<file path="src/rtl/fuel_rd_pkg.sv">
`timescale 1ns / 1ps
// ---------------------------------------------------------------------------
// fuel_rd_pkg
// Types, codes and constants shared by the refill detector modules.
// ---------------------------------------------------------------------------
package fuel_rd_pkg;

   // Request opcodes
   localparam logic [2:0] OP_RESTORE = 3'd0;
   localparam logic [2:0] OP_STOP    = 3'd1;
   localparam logic [2:0] OP_KEY_ON  = 3'd2;
   localparam logic [2:0] OP_TICK    = 3'd3;
   localparam logic [2:0] OP_EDGE    = 3'd4;

   // Register indexes
   localparam int CSR_IDX_W = 2;
   localparam int CSR_DATA_W = 16;
   localparam logic [CSR_IDX_W-1:0] CSR_THRESHOLD = 2'd0;
   localparam logic [CSR_IDX_W-1:0] CSR_FRESH     = 2'd1;
   localparam logic [CSR_IDX_W-1:0] CSR_VOLUME    = 2'd2;
   localparam logic [CSR_IDX_W-1:0] CSR_DENSITY   = 2'd3;

   // Register reset values
   localparam logic [7:0]  THRESHOLD_RST = 8'd10;
   localparam logic [7:0]  FRESH_RST     = 8'd128;
   localparam logic [15:0] VOLUME_RST    = 16'd100;
   localparam logic [7:0]  DENSITY_RST   = 8'd0;

   // Arithmetic constants
   localparam logic [7:0]  FACTOR_MAX       = 8'd128;
   localparam logic [15:0] SHORT_TIME_LIMIT = 16'd8191;
   localparam int          SHORT_SHIFT      = 19;
   localparam int          LONG_SHIFT       = 16;
   localparam int          POST_SHIFT       = 3;
   localparam logic [10:0] DENSITY_BASE     = 11'd1792;
   localparam logic [15:0] SAT16            = 16'hFFFF;

   // Divider geometry
   localparam int DIVIDEND_W = 32;
   localparam int DIVISOR_W  = 28;
   localparam int DIV_CNT_W  = $clog2(DIVIDEND_W);

   typedef struct packed {
      logic [2:0]  opcode;
      logic [7:0]  fuel_level;
      logic [15:0] injection_time;
      logic [15:0] injector_flow;
      logic        reset_done;
      logic [7:0]  previous_factor;
      logic [7:0]  stored_factor;
      logic        stored_request;
   } req_type;

   typedef struct packed {
      logic        refill_detected;
      logic [7:0]  reset_factor;
      logic        reset_request;
      logic [7:0]  level_rise;
      logic [15:0] fuel_per_tdc;
      logic [15:0] consumed_since_refill;
   } rsp_type;

   typedef struct packed {
      logic [7:0]  refill_threshold;
      logic [7:0]  fresh_fuel_factor;
      logic [15:0] circuit_volume;
      logic [7:0]  fuel_density;
   } cfg_type;

   typedef struct packed {
      logic                  start;
      logic [DIVIDEND_W-1:0] dividend;
      logic [DIVISOR_W-1:0]  divisor;
   } div_req_type;

   typedef struct packed {
      logic                  done;
      logic [DIVIDEND_W-1:0] quotient;
   } div_rsp_type;

   typedef struct packed {
      logic ready;
      logic finish;
   } core_sts_type;

endpackage

</file>
<file path="src/rtl/fuel_rd_div.sv">
`timescale 1ns / 1ps
// ---------------------------------------------------------------------------
// fuel_rd_div
// Restoring unsigned divider, one quotient bit per cycle.
// ---------------------------------------------------------------------------
module fuel_rd_div (
   input  logic                     clock,
   input  logic                     reset,
   input  fuel_rd_pkg::div_req_type div_req,
   output fuel_rd_pkg::div_rsp_type div_rsp
);
   import fuel_rd_pkg::*;

   logic                  busy_ff, busy_in;
   logic                  done_ff, done_in;
   logic [DIV_CNT_W-1:0]  cnt_ff, cnt_in;
   logic [DIVISOR_W-1:0]  rem_ff, rem_in;
   logic [DIVISOR_W-1:0]  dvs_ff, dvs_in;
   logic [DIVIDEND_W-1:0] quo_ff, quo_in;
   logic [DIVISOR_W:0]    trial;
   logic                  fits;

   // Shift in next dividend bit and try the subtraction
   assign trial = {rem_ff, quo_ff[DIVIDEND_W-1]};
   assign fits  = trial >= {1'b0, dvs_ff};

   always_comb begin
      busy_in = busy_ff;
      done_in = 1'b0;
      cnt_in  = cnt_ff;
      rem_in  = rem_ff;
      dvs_in  = dvs_ff;
      quo_in  = quo_ff;
      if (div_req.start) begin
         busy_in = 1'b1;
         cnt_in  = DIV_CNT_W'(DIVIDEND_W - 1);
         rem_in  = '0;
         dvs_in  = div_req.divisor;
         quo_in  = div_req.dividend;
      end else if (busy_ff) begin
         rem_in = fits ? DIVISOR_W'(trial - {1'b0, dvs_ff}) : trial[DIVISOR_W-1:0];
         quo_in = {quo_ff[DIVIDEND_W-2:0], fits};
         cnt_in = cnt_ff - 1'b1;
         if (cnt_ff == '0) begin
            busy_in = 1'b0;
            done_in = 1'b1;
         end
      end
   end

   always_ff @(posedge clock) begin
      if (reset) begin
         busy_ff <= 1'b0;
         done_ff <= 1'b0;
         cnt_ff  <= '0;
      end else begin
         busy_ff <= busy_in;
         done_ff <= done_in;
         cnt_ff  <= cnt_in;
      end
      rem_ff <= rem_in;
      dvs_ff <= dvs_in;
      quo_ff <= quo_in;
   end

   assign div_rsp.done     = done_ff;
   assign div_rsp.quotient = quo_ff;

endmodule

</file>
<file path="src/rtl/fuel_rd_core.sv">
`timescale 1ns / 1ps
// ---------------------------------------------------------------------------
// fuel_rd_core
// Sequencer, detector state and shared multiplier; drives the divider.
// ---------------------------------------------------------------------------
module fuel_rd_core (
   input  logic                      clock,
   input  logic                      reset,
   input  logic                      start,
   input  fuel_rd_pkg::req_type      req_data,
   input  fuel_rd_pkg::cfg_type      cfg,
   input  logic                      load_ok,
   output fuel_rd_pkg::core_sts_type sts,
   output fuel_rd_pkg::rsp_type      state_out
);
   import fuel_rd_pkg::*;

   // Sequencer states
   localparam logic [3:0] ST_IDLE     = 4'd0;
   localparam logic [3:0] ST_EXEC     = 4'd1;
   localparam logic [3:0] ST_MUL_A    = 4'd2;
   localparam logic [3:0] ST_MUL_B    = 4'd3;
   localparam logic [3:0] ST_BLEND    = 4'd4;
   localparam logic [3:0] ST_DIV_GO   = 4'd5;
   localparam logic [3:0] ST_DIV_WAIT = 4'd6;
   localparam logic [3:0] ST_TICK_ACC = 4'd7;
   localparam logic [3:0] ST_TICK_CMP = 4'd8;
   localparam logic [3:0] ST_DONE     = 4'd9;

   // Divider passes
   localparam logic [1:0] PASS_SHORT = 2'd0;
   localparam logic [1:0] PASS_LONG1 = 2'd1;
   localparam logic [1:0] PASS_LONG2 = 2'd2;
   localparam logic [1:0] PASS_BLEND = 2'd3;

   logic [3:0]  state_ff, state_in;
   logic [1:0]  pass_ff, pass_in;
   req_type     req_ff, req_in;
   logic signed [29:0] acc_ff, acc_in;
   logic [21:0] quot_ff, quot_in;

   // Detector state
   logic [7:0]  old_level_ff, old_level_in;
   logic [7:0]  new_level_ff, new_level_in;
   logic        refill_ff, refill_in;
   logic        refill_prev_ff, refill_prev_in;
   logic        done_prev_ff, done_prev_in;
   logic [7:0]  rise_ff, rise_in;
   logic [7:0]  factor_ff, factor_in;
   logic        request_ff, request_in;
   logic [15:0] tdc_ff, tdc_in;
   logic [15:0] cons_ff, cons_in;

   logic signed [17:0] mul_a;
   logic signed [11:0] mul_b;
   logic signed [29:0] product;
   logic [16:0] k_plus1;
   logic [10:0] dens;
   logic [8:0]  factor_diff;
   logic [7:0]  rise_calc;
   logic [16:0] cons_sum;
   logic [19:0] cons_limit;
   logic        done_edge;
   logic [DIVIDEND_W-1:0] quotient;
   div_req_type div_req;
   div_rsp_type div_rsp;

   assign k_plus1     = {1'b0, req_ff.injector_flow} + 17'd1;
   assign dens        = {3'b000, cfg.fuel_density} + DENSITY_BASE;
   assign factor_diff = {1'b0, req_ff.previous_factor} - {1'b0, cfg.fresh_fuel_factor};
   assign rise_calc   = (req_ff.fuel_level > old_level_ff) ?
                        (req_ff.fuel_level - old_level_ff) : 8'd0;
   assign cons_sum    = {1'b0, cons_ff} + {1'b0, tdc_ff};
   // 10 x volume as shift-and-add
   assign cons_limit  = {1'b0, cfg.circuit_volume, 3'b000} + {3'b000, cfg.circuit_volume, 1'b0};
   assign done_edge   = req_ff.reset_done & ~done_prev_ff;
   assign quotient    = div_rsp.quotient;

   // Shared multiplier, operands chosen by the step in progress
   always_comb begin
      mul_a = $signed({1'b0, k_plus1});
      mul_b = $signed({1'b0, dens});
      if (req_ff.opcode == OP_EDGE) begin
         if (state_ff == ST_MUL_B) begin
            mul_a = $signed({10'd0, new_level_ff});
            mul_b = $signed({4'd0, cfg.fresh_fuel_factor});
         end else begin
            mul_a = $signed({10'd0, old_level_ff});
            mul_b = $signed({{3{factor_diff[8]}}, factor_diff});
         end
      end
   end
   assign product = mul_a * mul_b;

   // Divider operands per pass
   always_comb begin
      div_req.start = (state_ff == ST_DIV_GO);
      unique case (pass_ff)
         PASS_SHORT: begin
            div_req.dividend = {req_ff.injection_time[DIVIDEND_W-SHORT_SHIFT-1:0],
                                {SHORT_SHIFT{1'b0}}};
            div_req.divisor  = acc_ff[DIVISOR_W-1:0];
         end
         PASS_LONG1: begin
            div_req.dividend = {req_ff.injection_time, {LONG_SHIFT{1'b0}}};
            div_req.divisor  = {{(DIVISOR_W-11){1'b0}}, dens};
         end
         PASS_LONG2: begin
            div_req.dividend = {{(DIVIDEND_W-22-POST_SHIFT){1'b0}}, quot_ff,
                                {POST_SHIFT{1'b0}}};
            div_req.divisor  = {{(DIVISOR_W-17){1'b0}}, k_plus1};
         end
         PASS_BLEND: begin
            div_req.dividend = {{(DIVIDEND_W-17){1'b0}}, acc_ff[16:0]};
            div_req.divisor  = {{(DIVISOR_W-8){1'b0}}, new_level_ff};
         end
         default: begin
            div_req.dividend = '0;
            div_req.divisor  = '0;
         end
      endcase
   end

   fuel_rd_div u_div (
      .clock   (clock),
      .reset   (reset),
      .div_req (div_req),
      .div_rsp (div_rsp)
   );

   // Sequencer and state updates
   always_comb begin
      state_in       = state_ff;
      pass_in        = pass_ff;
      req_in         = req_ff;
      acc_in         = acc_ff;
      quot_in        = quot_ff;
      old_level_in   = old_level_ff;
      new_level_in   = new_level_ff;
      refill_in      = refill_ff;
      refill_prev_in = refill_prev_ff;
      done_prev_in   = done_prev_ff;
      rise_in        = rise_ff;
      factor_in      = factor_ff;
      request_in     = request_ff;
      tdc_in         = tdc_ff;
      cons_in        = cons_ff;

      unique case (state_ff)
         ST_IDLE: begin
            if (start) begin
               req_in   = req_data;
               state_in = ST_EXEC;
            end
         end
         ST_EXEC: begin
            state_in = ST_DONE;
            unique case (req_ff.opcode)
               OP_RESTORE: begin
                  factor_in  = (req_ff.stored_factor > FACTOR_MAX) ?
                               FACTOR_MAX : req_ff.stored_factor;
                  request_in = req_ff.stored_request;
               end
               OP_STOP: begin
                  old_level_in = req_ff.fuel_level;
               end
               OP_KEY_ON: begin
                  new_level_in = req_ff.fuel_level;
                  if (!refill_ff) begin
                     rise_in        = rise_calc;
                     refill_prev_in = 1'b0;
                     refill_in      = rise_calc >= cfg.refill_threshold;
                  end
               end
               OP_TICK: begin
                  if (req_ff.injection_time < SHORT_TIME_LIMIT) begin
                     pass_in  = PASS_SHORT;
                     state_in = ST_MUL_A;
                  end else begin
                     pass_in  = PASS_LONG1;
                     state_in = ST_DIV_GO;
                  end
               end
               OP_EDGE: begin
                  if (refill_ff && !refill_prev_ff) begin
                     pass_in  = PASS_BLEND;
                     state_in = ST_MUL_A;
                  end
               end
               default: begin
               end
            endcase
         end
         ST_MUL_A: begin
            acc_in   = product;
            state_in = (req_ff.opcode == OP_EDGE) ? ST_MUL_B : ST_DIV_GO;
         end
         ST_MUL_B: begin
            acc_in   = acc_ff + product;
            state_in = ST_BLEND;
         end
         ST_BLEND: begin
            // negative blend clamps to 0, empty tank gives the maximum
            priority if (acc_ff < 0) begin
               factor_in = 8'd0;
               cons_in   = '0;
               state_in  = ST_DONE;
            end else if (new_level_ff == 8'd0) begin
               factor_in = FACTOR_MAX;
               cons_in   = '0;
               state_in  = ST_DONE;
            end else begin
               state_in = ST_DIV_GO;
            end
         end
         ST_DIV_GO: begin
            state_in = ST_DIV_WAIT;
         end
         ST_DIV_WAIT: begin
            if (div_rsp.done) begin
               unique case (pass_ff)
                  PASS_LONG1: begin
                     quot_in  = quotient[21:0];
                     pass_in  = PASS_LONG2;
                     state_in = ST_DIV_GO;
                  end
                  PASS_BLEND: begin
                     factor_in = ((|quotient[DIVIDEND_W-1:8]) || (quotient[7:0] > FACTOR_MAX)) ?
                                 FACTOR_MAX : quotient[7:0];
                     cons_in   = '0;
                     state_in  = ST_DONE;
                  end
                  default: begin
                     tdc_in   = (|quotient[DIVIDEND_W-1:16]) ? SAT16 : quotient[15:0];
                     state_in = ST_TICK_ACC;
                  end
               endcase
            end
         end
         ST_TICK_ACC: begin
            if (refill_ff) begin
               cons_in = cons_sum[16] ? SAT16 : cons_sum[15:0];
            end
            state_in = ST_TICK_CMP;
         end
         ST_TICK_CMP: begin
            if (refill_ff) begin
               request_in = {4'd0, cons_ff} >= cons_limit;
            end
            if (done_edge) begin
               refill_in  = 1'b0;
               request_in = 1'b0;
            end
            refill_prev_in = refill_ff & ~done_edge;
            done_prev_in   = req_ff.reset_done;
            state_in       = ST_DONE;
         end
         ST_DONE: begin
            if (load_ok) begin
               state_in = ST_IDLE;
            end
         end
         default: begin
            state_in = ST_IDLE;
         end
      endcase
   end

   always_ff @(posedge clock) begin
      if (reset) begin
         state_ff       <= ST_IDLE;
         pass_ff        <= PASS_SHORT;
         old_level_ff   <= '0;
         new_level_ff   <= '0;
         refill_ff      <= 1'b0;
         refill_prev_ff <= 1'b0;
         done_prev_ff   <= 1'b0;
         rise_ff        <= '0;
         factor_ff      <= FACTOR_MAX;
         request_ff     <= 1'b0;
         tdc_ff         <= '0;
         cons_ff        <= '0;
      end else begin
         state_ff       <= state_in;
         pass_ff        <= pass_in;
         old_level_ff   <= old_level_in;
         new_level_ff   <= new_level_in;
         refill_ff      <= refill_in;
         refill_prev_ff <= refill_prev_in;
         done_prev_ff   <= done_prev_in;
         rise_ff        <= rise_in;
         factor_ff      <= factor_in;
         request_ff     <= request_in;
         tdc_ff         <= tdc_in;
         cons_ff        <= cons_in;
      end
      req_ff  <= req_in;
      acc_ff  <= acc_in;
      quot_ff <= quot_in;
   end

   assign sts.ready  = (state_ff == ST_IDLE);
   assign sts.finish = (state_ff == ST_DONE);

   assign state_out.refill_detected       = refill_ff;
   assign state_out.reset_factor          = factor_ff;
   assign state_out.reset_request         = request_ff;
   assign state_out.level_rise            = rise_ff;
   assign state_out.fuel_per_tdc          = tdc_ff;
   assign state_out.consumed_since_refill = cons_ff;

endmodule

</file>
<file path="src/rtl/fuel_refill_detector_top.sv">
`timescale 1ns / 1ps
// ---------------------------------------------------------------------------
// fuel_refill_detector_top
// Tank refill detector with fuel-quality reset factor and consumption watch.
// ---------------------------------------------------------------------------
// Usage:
//   req_*  : valid/ready request channel, one opcode per request.
//   rsp_*  : valid/ready result channel, exactly one result per request,
//            carrying the detector state after that request.
//   csr_*  : write-only register port, one write per cycle with csr_write.
// Work done between accept and rsp_valid:
//   restore, engine stop, key on, edge check without edge, unused: no arithmetic;
//   edge check whose blend clamps without dividing: two multiplies;
//   tick with short injection time: one multiply, one 32-step
//   division; tick with long injection time: two divisions;
//   edge check with blend: two multiplies, one division.
//   The single radix-2 divider serves every division.
// Only one request is in work at a time; req_ready rises with rsp_valid. A new
// request may be taken while the previous result waits in the output
// register. If rsp_ready stays low, the finished request waits in the core
// until the output register frees up.
// Reset clears all detector state (factor to 128), the registers to their
// defaults and drops rsp_valid.
// ---------------------------------------------------------------------------
module fuel_refill_detector_top (
   input  logic                                   clock,
   input  logic                                   reset,
   input  logic                                   req_valid,
   output logic                                   req_ready,
   input  fuel_rd_pkg::req_type                   req_data,
   output logic                                   rsp_valid,
   input  logic                                   rsp_ready,
   output fuel_rd_pkg::rsp_type                   rsp_data,
   input  logic                                   csr_write,
   input  logic [fuel_rd_pkg::CSR_IDX_W-1:0]      csr_index,
   input  logic [fuel_rd_pkg::CSR_DATA_W-1:0]     csr_wdata
);
   import fuel_rd_pkg::*;

   cfg_type      cfg_ff, cfg_in;
   rsp_type      rsp_ff;
   logic         rsp_valid_ff, rsp_valid_in;
   logic         load;
   core_sts_type sts;
   rsp_type      core_state;

   // Register writes
   always_comb begin
      cfg_in = cfg_ff;
      if (csr_write) begin
         unique case (csr_index)
            CSR_THRESHOLD: cfg_in.refill_threshold  = csr_wdata[7:0];
            CSR_FRESH:     cfg_in.fresh_fuel_factor = csr_wdata[7:0];
            CSR_VOLUME:    cfg_in.circuit_volume    = csr_wdata;
            CSR_DENSITY:   cfg_in.fuel_density      = csr_wdata[7:0];
            default:       cfg_in = cfg_ff;
         endcase
      end
   end

   fuel_rd_core u_core (
      .clock     (clock),
      .reset     (reset),
      .start     (req_valid & req_ready),
      .req_data  (req_data),
      .cfg       (cfg_ff),
      .load_ok   (load),
      .sts       (sts),
      .state_out (core_state)
   );

   // Output register
   assign load = sts.finish & (~rsp_valid_ff | rsp_ready);

   always_comb begin
      rsp_valid_in = rsp_valid_ff;
      if (load) begin
         rsp_valid_in = 1'b1;
      end else if (rsp_ready) begin
         rsp_valid_in = 1'b0;
      end
   end

   always_ff @(posedge clock) begin
      if (reset) begin
         cfg_ff.refill_threshold  <= THRESHOLD_RST;
         cfg_ff.fresh_fuel_factor <= FRESH_RST;
         cfg_ff.circuit_volume    <= VOLUME_RST;
         cfg_ff.fuel_density      <= DENSITY_RST;
         rsp_valid_ff             <= 1'b0;
      end else begin
         cfg_ff       <= cfg_in;
         rsp_valid_ff <= rsp_valid_in;
      end
      if (load) begin
         rsp_ff <= core_state;
      end
   end

   assign req_ready = sts.ready;
   assign rsp_valid = rsp_valid_ff;
   assign rsp_data  = rsp_ff;

endmodule

</file>
<file path="config.mk">
export PLATFORM = sky130hd
export DESIGN_NAME = fuel_refill_detector_top
export DESIGN_NICKNAME = d
export VERILOG_FILES = /design/src/rtl/fuel_rd_pkg.sv /design/src/rtl/fuel_rd_div.sv /design/src/rtl/fuel_rd_core.sv /design/src/rtl/fuel_refill_detector_top.sv
export SDC_FILE = /design/constraint.sdc
export NUM_CORES = 1
export LEC_CHECK = 0
export ABC_AREA = 1
export BUFFER_PORTS_ARGS = -buffer_cell sky130_fd_sc_hd__buf_2
export CELL_PAD_IN_SITES_DETAIL_PLACEMENT = 1
export CELL_PAD_IN_SITES_GLOBAL_PLACEMENT = 1
export CORE_MARGIN = 1.5
export CORE_UTILIZATION = 48
export CTS_CLUSTER_SIZE = 30
export DETAILED_ROUTE_END_ITERATION = 10
export PLACE_DENSITY = 0.86
export SETUP_SLACK_MARGIN = 0.3
export SYNTH_ARGS = -nofsm -noshare
export SYNTH_HDL_FRONTEND = slang
export SYNTH_SLANG_ARGS = --single-unit
</file>
<file path="constraint.sdc">
create_clock -name clock -period 9.6 [get_ports clock]
set_input_delay 1.92 -clock clock [delete_from_list [all_inputs] [get_ports clock]]
set_output_delay 1.92 -clock clock [all_outputs]
set_load 0.03 [all_outputs]
</file>
# Word-level counts from Yosys, hierarchy flattened
# Index checks and enable logic that the tools add are counted.
[word_totals] output_inout_bits=52 wordCells=200 regBits=373
[op_classes] bitwise_logic=11 reduce_logical=37 n_addsub=9 muxes=62 multipliers=1 n_eq_ne=33 magnitude_cmp=8
[ops] operator="$pmux 60 s4" n=1
[ops] operator="$mux 16" n=7
[ops] operator="$mux 8" n=9
[ops] operator="$mux 32" n=2
[ops] operator="$pmux 30 s2" n=1
[ops] operator="$pmux 16 s3" n=1
[ops] operator="$pmux 4 s10" n=1
[ops] operator="$add 30x30->30" n=1
[ops] operator="$lt 30x1->1 const B" n=1
[ops] operator="$mul 18x12->30" n=1
[ops] operator="$ge 29x28->1" n=1
[ops] operator="$mux 28" n=1
[ops] operator="$sub 28x28->28" n=1
[ops] operator="$mux 12" n=2
[ops] operator="$mux 4" n=6
[ops] operator="$pmux 8 s3" n=1
[ops] operator="$reduce_or 24->1" n=1
[ops] operator="$reduce_and 3->1" n=7
[ops] operator="$add 19x17->20" n=1
[ops] operator="$ge 16x20->1" n=1
[ops] operator="$add 16x1->17 const B" n=1
[ops] operator="$add 16x16->17" n=1
[ops] operator="$mux 17" n=1
[ops] operator="$eq 4x3->1 const B" n=4
[ops] operator="other kinds (46)" n=107

# Depth between registers and ports, before layout
[logic_depth] ltp_word=6 depth_mapped=44

# By module
# A second synthesis with hierarchy kept.
[unflattened] cells_unflattened=3871 hier_area_um2=29544.6
[by_module_without_submodules] module="fuel_rd_core" cells_per_inst=2718 seq_area_each_um2=4874.7 instances=1 area_per_inst_um2=20362.0
[by_module_without_submodules] module="fuel_rd_div" cells_per_inst=845 seq_area_each_um2=2502.4 instances=1 area_per_inst_um2=5989.5
[by_module_without_submodules] module="fuel_refill_detector_top" cells_per_inst=308 seq_area_each_um2=2322.2 instances=1 area_per_inst_um2=3193.1

# Worst setup path after synthesis
# No wires, ideal clock.
[synth_path] kind="flip-flop to flip-flop" start="register u_core.req_ff[9] (netlist bit)" end="register u_core.acc_ff[21] (data pin)" arrival_ns=7.119 n_path_buf=0 synth_period_minus_slack_ns=7.372 path_stages_with_launch=43 setup_slack_ns=2.228 setup_ns=0.253 cell_sequence="edfxtp_1 > inv_1 > ha_1 > fa_1 > o21ai_1 > nand2_1 > nand2_1 > nand2_1 > nand2_1 > nand2_1 > nand3_1 > nand3_1 > nand2_1 > nor2_1 > fa_1 > inv_1 > fa_1 > inv_1 > [7 not listed] > nor2_1 > nand2_1 > nand2_1 > inv_1 > o21ai_0 > nand2_1 > nand2_1 > nand2_1 > and2_1 > ha_1 > a21oi_1 > nor2_1 > nor2_1 > nand2_1 > nand3b_1 > or2_2 > nand3_1 > nand2_1"
[synth_via] elab_chain_cells=6
[synth_rtl] element="start, declared" line_no="fuel_rd_core.sv:38" source="req_type req_ff, req_in;"
[synth_rtl] element="start signal, assigned" line_no="fuel_rd_core.sv:297" source="req_ff <= req_in;"
[synth_rtl] element="$sub 8x8->9 (*)" line_no="fuel_rd_core.sv:70" source="assign factor_diff = {1'b0, req_ff.previous_factor} - {1'b0, cfg.fresh_fuel_factor};"
[synth_rtl] element="$mux 12 (*)" line_no="fuel_rd_core.sv:84" source="if (state_ff == ST_MUL_B) begin"
[synth_rtl] element="$mux 12 (*)" line_no="fuel_rd_core.sv:83" source="if (req_ff.opcode == OP_EDGE) begin"
[synth_rtl] element="$mul 18x12->30 (*)" line_no="fuel_rd_core.sv:93" source="assign product = mul_a * mul_b;"
[synth_rtl] element="$add 30x30->30" line_no="fuel_rd_core.sv:199" source="acc_in = acc_ff + product;"
[synth_rtl] element="$pmux 30 s2 (*)" line_no="fuel_rd_core.sv:149" source="unique case (state_ff)"
[synth_rtl] element="via u_core.acc_in[21]" line_no="fuel_rd_core.sv:39" source="logic signed [29:0] acc_ff, acc_in;"
[synth_rtl] element="end signal, assigned" line_no="fuel_rd_core.sv:298" source="acc_ff <= acc_in;"
[synth_rtl] element="end, declared" line_no="fuel_rd_core.sv:39"
# Mark *: on every way through the listed nets, which the timed path passes. The rest lies on a longest branch.
# A chain may end at the register's enable or synchronous reset.

# Worst setup path in the final report
[layout_path] start="register cfg_ff[24] (netlist bit)" end="register u_core.acc_ff[23] (data pin)"
[layout_via] elab_chain_cells=6
[layout_rtl] element="start, declared" line_no="fuel_refill_detector_top.sv:40" source="cfg_type cfg_ff, cfg_in;"
[layout_rtl] element="start signal, assigned" line_no="fuel_refill_detector_top.sv:92" source="cfg_ff <= cfg_in;"
[layout_rtl] element="$sub 8x8->9" line_no="fuel_rd_core.sv:70"
[layout_rtl] element="$mux 12 (*)" line_no="fuel_rd_core.sv:84"
[layout_rtl] element="$mux 12 (*)" line_no="fuel_rd_core.sv:83"
[layout_rtl] element="$mul 18x12->30 (*)" line_no="fuel_rd_core.sv:93"
[layout_rtl] element="$add 30x30->30" line_no="fuel_rd_core.sv:199"
[layout_rtl] element="$pmux 30 s2 (*)" line_no="fuel_rd_core.sv:149"
[layout_rtl] element="via u_core.acc_in[23]" line_no="fuel_rd_core.sv:39"
# Marks and branches as above.

==> run summary <==
The wire length per cell is approximately 22 um. The run finished, with violations left. The dominant synthesized flop cell is sky130_fd_sc_hd__edfxtp_1. At the placement stage, the worst setup path has a slack of 821.1 ps.

The number of buffers added on ports came out at approximately 140. After floorplanning, the core was sized to cover 59240 sq um. The final route contains 26428 vias. The maximum number of pins on one net before global-route repair is 61. No sink is reached through more buffers than the 3 on the longest clock path. Using the TritonRoute via totals, the vias-per-cell ratio works out to 5.760.

The wire length of the first global-routing pass came out at 158.6 mm. The count of final setup violators came out at 0. The library cell used most frequently in the layout, excluding fill and tap cells, is sky130_fd_sc_hd__nand2_1.

The top cell types in the final layout, fill and taps aside, are sky130_fd_sc_hd__nand2_1, sky130_fd_sc_hd__inv_1, sky130_fd_sc_hd__nor2_1. From left edge to right edge, the die measures 248.1 um. The number of nets in the synthesized netlist is 4118. The total design power is 13.06 mW.

The required time at the endpoint of the critical path is 9930 ps. Synthesis produced a netlist whose cell count is 3663. The cell area after placement came out at roughly 30000 sq um. The share of the Yosys chip area taken by registers is 0.3363. The analysis attributes to cell leakage a power of 14.81 nW.

The flip-flop and latch count after synthesis came out at 373. The final number of max-transition violations came out at 0. The worst hold-check slack came out at 431.2 ps. The peak supply drop came out at 0.5959 mV. The cell at the root of the clock tree is sky130_fd_sc_hd__clkbuf_16.

The final weighted congestion of routability-driven global placement came out at 0.9805. The placed cell count came out at around 4500. TritonCTS built the clock tree. STA classifies the critical path endpoint as a flip-flop.

The achievable clock frequency is between 0.1 and 0.15 GHz. The final critical-path share of the clock period came out at 0.9116. The global route total overflow came out at 0. The count of H-tree levels built during CTS is 2. The first detailed-routing pass took 8 iterations.

The power density over cell area came out at 411.6 nW/um^2. The checks that failed: design-rule violations. The finished layout holds 4588 standard cells, fillers aside.

Max-cap violations in this run came to 0. The final-layout fill cell count is about 7300. The TritonCTS sink count is 373. The area growth from synthesis to layout is 9.999%. For the pin with the worst max-slew slack, the measured transition is approximately 1000 ps. The relative slew slack came out at 0.2986. The most numerous cell type found on the critical path is sky130_fd_sc_hd__nand2_1.

The clock period minus final worst setup slack came out at 8752 ps. The die is roughly 250 um tall. The layout net count is ~4200.

The number of buffers and inverters on the critical path is 5. The dominant cell type by area after synthesis is sky130_fd_sc_hd__edfxtp_1. The critical path start-end classification is reg2reg. The post-layout instance area is about 32000 sq um. Among all stages on the critical path, the largest delay is contributed by sky130_fd_sc_hd__fa_1. The global router's overall resource usage is 0.3333. The count of hold buffers inserted by post-cts repair came out at 0. The clock insertion delay at the later pin of the skew report came out at 600 ps. The number of gates resized after cts came out at 0. The floorplan row count is 89.

The worst setup path is launched from a flip-flop. The share of flip-flops with an asynchronous set or reset came out at 0. The stage delay of the slowest cell on the critical path is 600 ps. The fraction of synthesized cell area taken by the top area cell type came out at 0.2322.

The path class of the tightest hold or removal check is reg2reg. The biggest fanout along the worst timing path came out at 8. The die area is just over 60000 sq um. The final HPWL from detailed placement came out at around 79 mm. The starting utilization of the core area came out at 0.4868.

Data arrives at the worst endpoint at between 9000 and 10000 ps. The first-iteration detailed-routing DRC count came out at 1987. After detailed routing, the number of remaining DRC violations is 5. The dominant delay contributor by cell family on the critical path is adder cells. The end-of-flow core utilization is 0.5355.

Setup repair after global routing left no endpoint under its margin. The final count of hold timing violations is 0. The number of distinct library cells after synthesis came out at 57. Yosys printed 0 warnings. The number of global-route vias before repair came out at 28290. The detail route stage leaves a number of antenna-violating nets equal to 0.

Yosys attributes the largest share of cell area to sky130_fd_sc_hd__edfxtp_1, sky130_fd_sc_hd__nand2_1, sky130_fd_sc_hd__fa_1. The count of flip-flops with a built-in enable after synthesis is 223. After synthesis the cells add up to 28840 sq um. The initial antenna violation count is 1. The number of buffers added for setup after CTS is 0. After clock tree synthesis, the clock-pin slew on the worst setup and hold paths is 60 ps. Across all setup checks in the final design, the least slack found is 848.4 ps.

The final setup skew is between 20 and 30 ps. The post-synthesis average cell area is 7.874 sq um. For this block, the routed nets add up to 101.2 mm of wire. The I/O pin count came out at between 100 and 150. The total clock buffers created by CTS is 43. The total inserted antenna cells is 0. For the final routed database, the setup TNS stands at 0 ps. The share of cells above drive strength 1 came out at 0.08912.
worst reg2reg max path: cells and delay by family (launching register included):
kind,cells,cell delay [ps]
DFF,1,330
and+or+nand+nor,27,3230
adders and majority gates,9,3960
buffers and inverters,5,340
AOI/OAI and AO/OA,2,630
path summary, 6_finish.rpt:
kind | from | endpoint | slack [ps] | cells after the start
worst max-delay path | cfg_ff[24] | u_core.acc_ff[23] | 850 | 43
worst min-delay path | u_core.rise_ff[2] | rsp_data[34] | 430 | 0
worst max register to register | cfg_ff[24] | u_core.acc_ff[23] | 850 | 43
worst min register to register | u_core.rise_ff[2] | rsp_data[34] | 430 | 0
registers in the layout, summed over array words and instances, names as in the netlist, 2 cells and up:
signal / count
u_core.rise_ff: 8
u_core.acc_ff: 30
u_core.u_div.rem_ff: 28
u_core.req_ff: 61
u_core.quot_ff: 22
u_core.new_level_ff: 8
u_core.state_ff: 4
u_core.factor_ff: 8
u_core.tdc_ff: 16
u_core.pass_ff: 2
u_core.u_div.cnt_ff: 5
u_core.u_div.quo_ff: 32
u_core.old_level_ff: 8
u_core.u_div.dvs_ff: 28
u_core.cons_ff: 16
cfg_ff: 40
rsp_data: 50
synth_stat cells, types with 8 or more instances:
library cell               number
sky130_fd_sc_hd__nand3_1      235
sky130_fd_sc_hd__edfxtp_1     223
sky130_fd_sc_hd__ha_1         214
sky130_fd_sc_hd__xnor2_1       36
sky130_fd_sc_hd__or2_2         21
sky130_fd_sc_hd__inv_2         23
sky130_fd_sc_hd__nor2_2        26
sky130_fd_sc_hd__inv_1        623
sky130_fd_sc_hd__nor3_1        41
sky130_fd_sc_hd__nand2_2        8
sky130_fd_sc_hd__a31oi_1       15
sky130_fd_sc_hd__o21ai_1       16
sky130_fd_sc_hd__o22ai_1       14
sky130_fd_sc_hd__nor2_1       264
sky130_fd_sc_hd__clkbuf_1      43
sky130_fd_sc_hd__nand4_1       55
sky130_fd_sc_hd__fa_1         157
sky130_fd_sc_hd__o211ai_1      12
sky130_fd_sc_hd__dfxtp_1      150
sky130_fd_sc_hd__xor2_1        39
sky130_fd_sc_hd__o21bai_1      20
sky130_fd_sc_hd__a21oi_1      255
sky130_fd_sc_hd__o21ai_0      179
sky130_fd_sc_hd__nand2_1      854
sky130_fd_sc_hd__buf_2         22
sky130_fd_sc_hd__o221ai_1      15
sky130_fd_sc_hd__nand3b_1       9
sky130_fd_sc_hd__buf_4          8
cells by family (layout without fill, tap and decap cells):
group,after synthesis,count (layout),share of synthesized area
AO/OA/AOI/OAI,567,567,0.1102
AND/OR/NAND/NOR,1547,1547,0.2303
adder cells (fa/ha/maj),371,371,0.2018
buffers and inverters,730,882,0.09856
flip-flops,373,373,0.3363
XOR/XNOR,75,75,0.02278
power breakdown:
part,switching [mW],internal [mW],leakage [nW]
combinational,6.34,3.05,10.8
sequential,0.0559,1.91,3.27
clock,0.724,0.971,0.704
routing by layer:
metal	global-route usage	vias to the layer above	part of all wire
met5	0	-	0
met4	0.1283	0	0.041
met3	0.05096	242	0.067
met2	0.5655	932	0.47
met1	0.4276	13105	0.42
li1	-	12149	-
area by class of cell:
cell class              count  area, sq um  share of cell area
inverters                 648         2442             0.07698
clock inverters            22        232.7            0.007336
repair buffers            154        829.5             0.02615
flip-flops and latches    373         9699              0.3057
well taps                 773        967.2             0.03049
multi-input cells        2560        16350              0.5154
clock buffers              58         1204             0.03794
(Power assumes the default switching activity.)
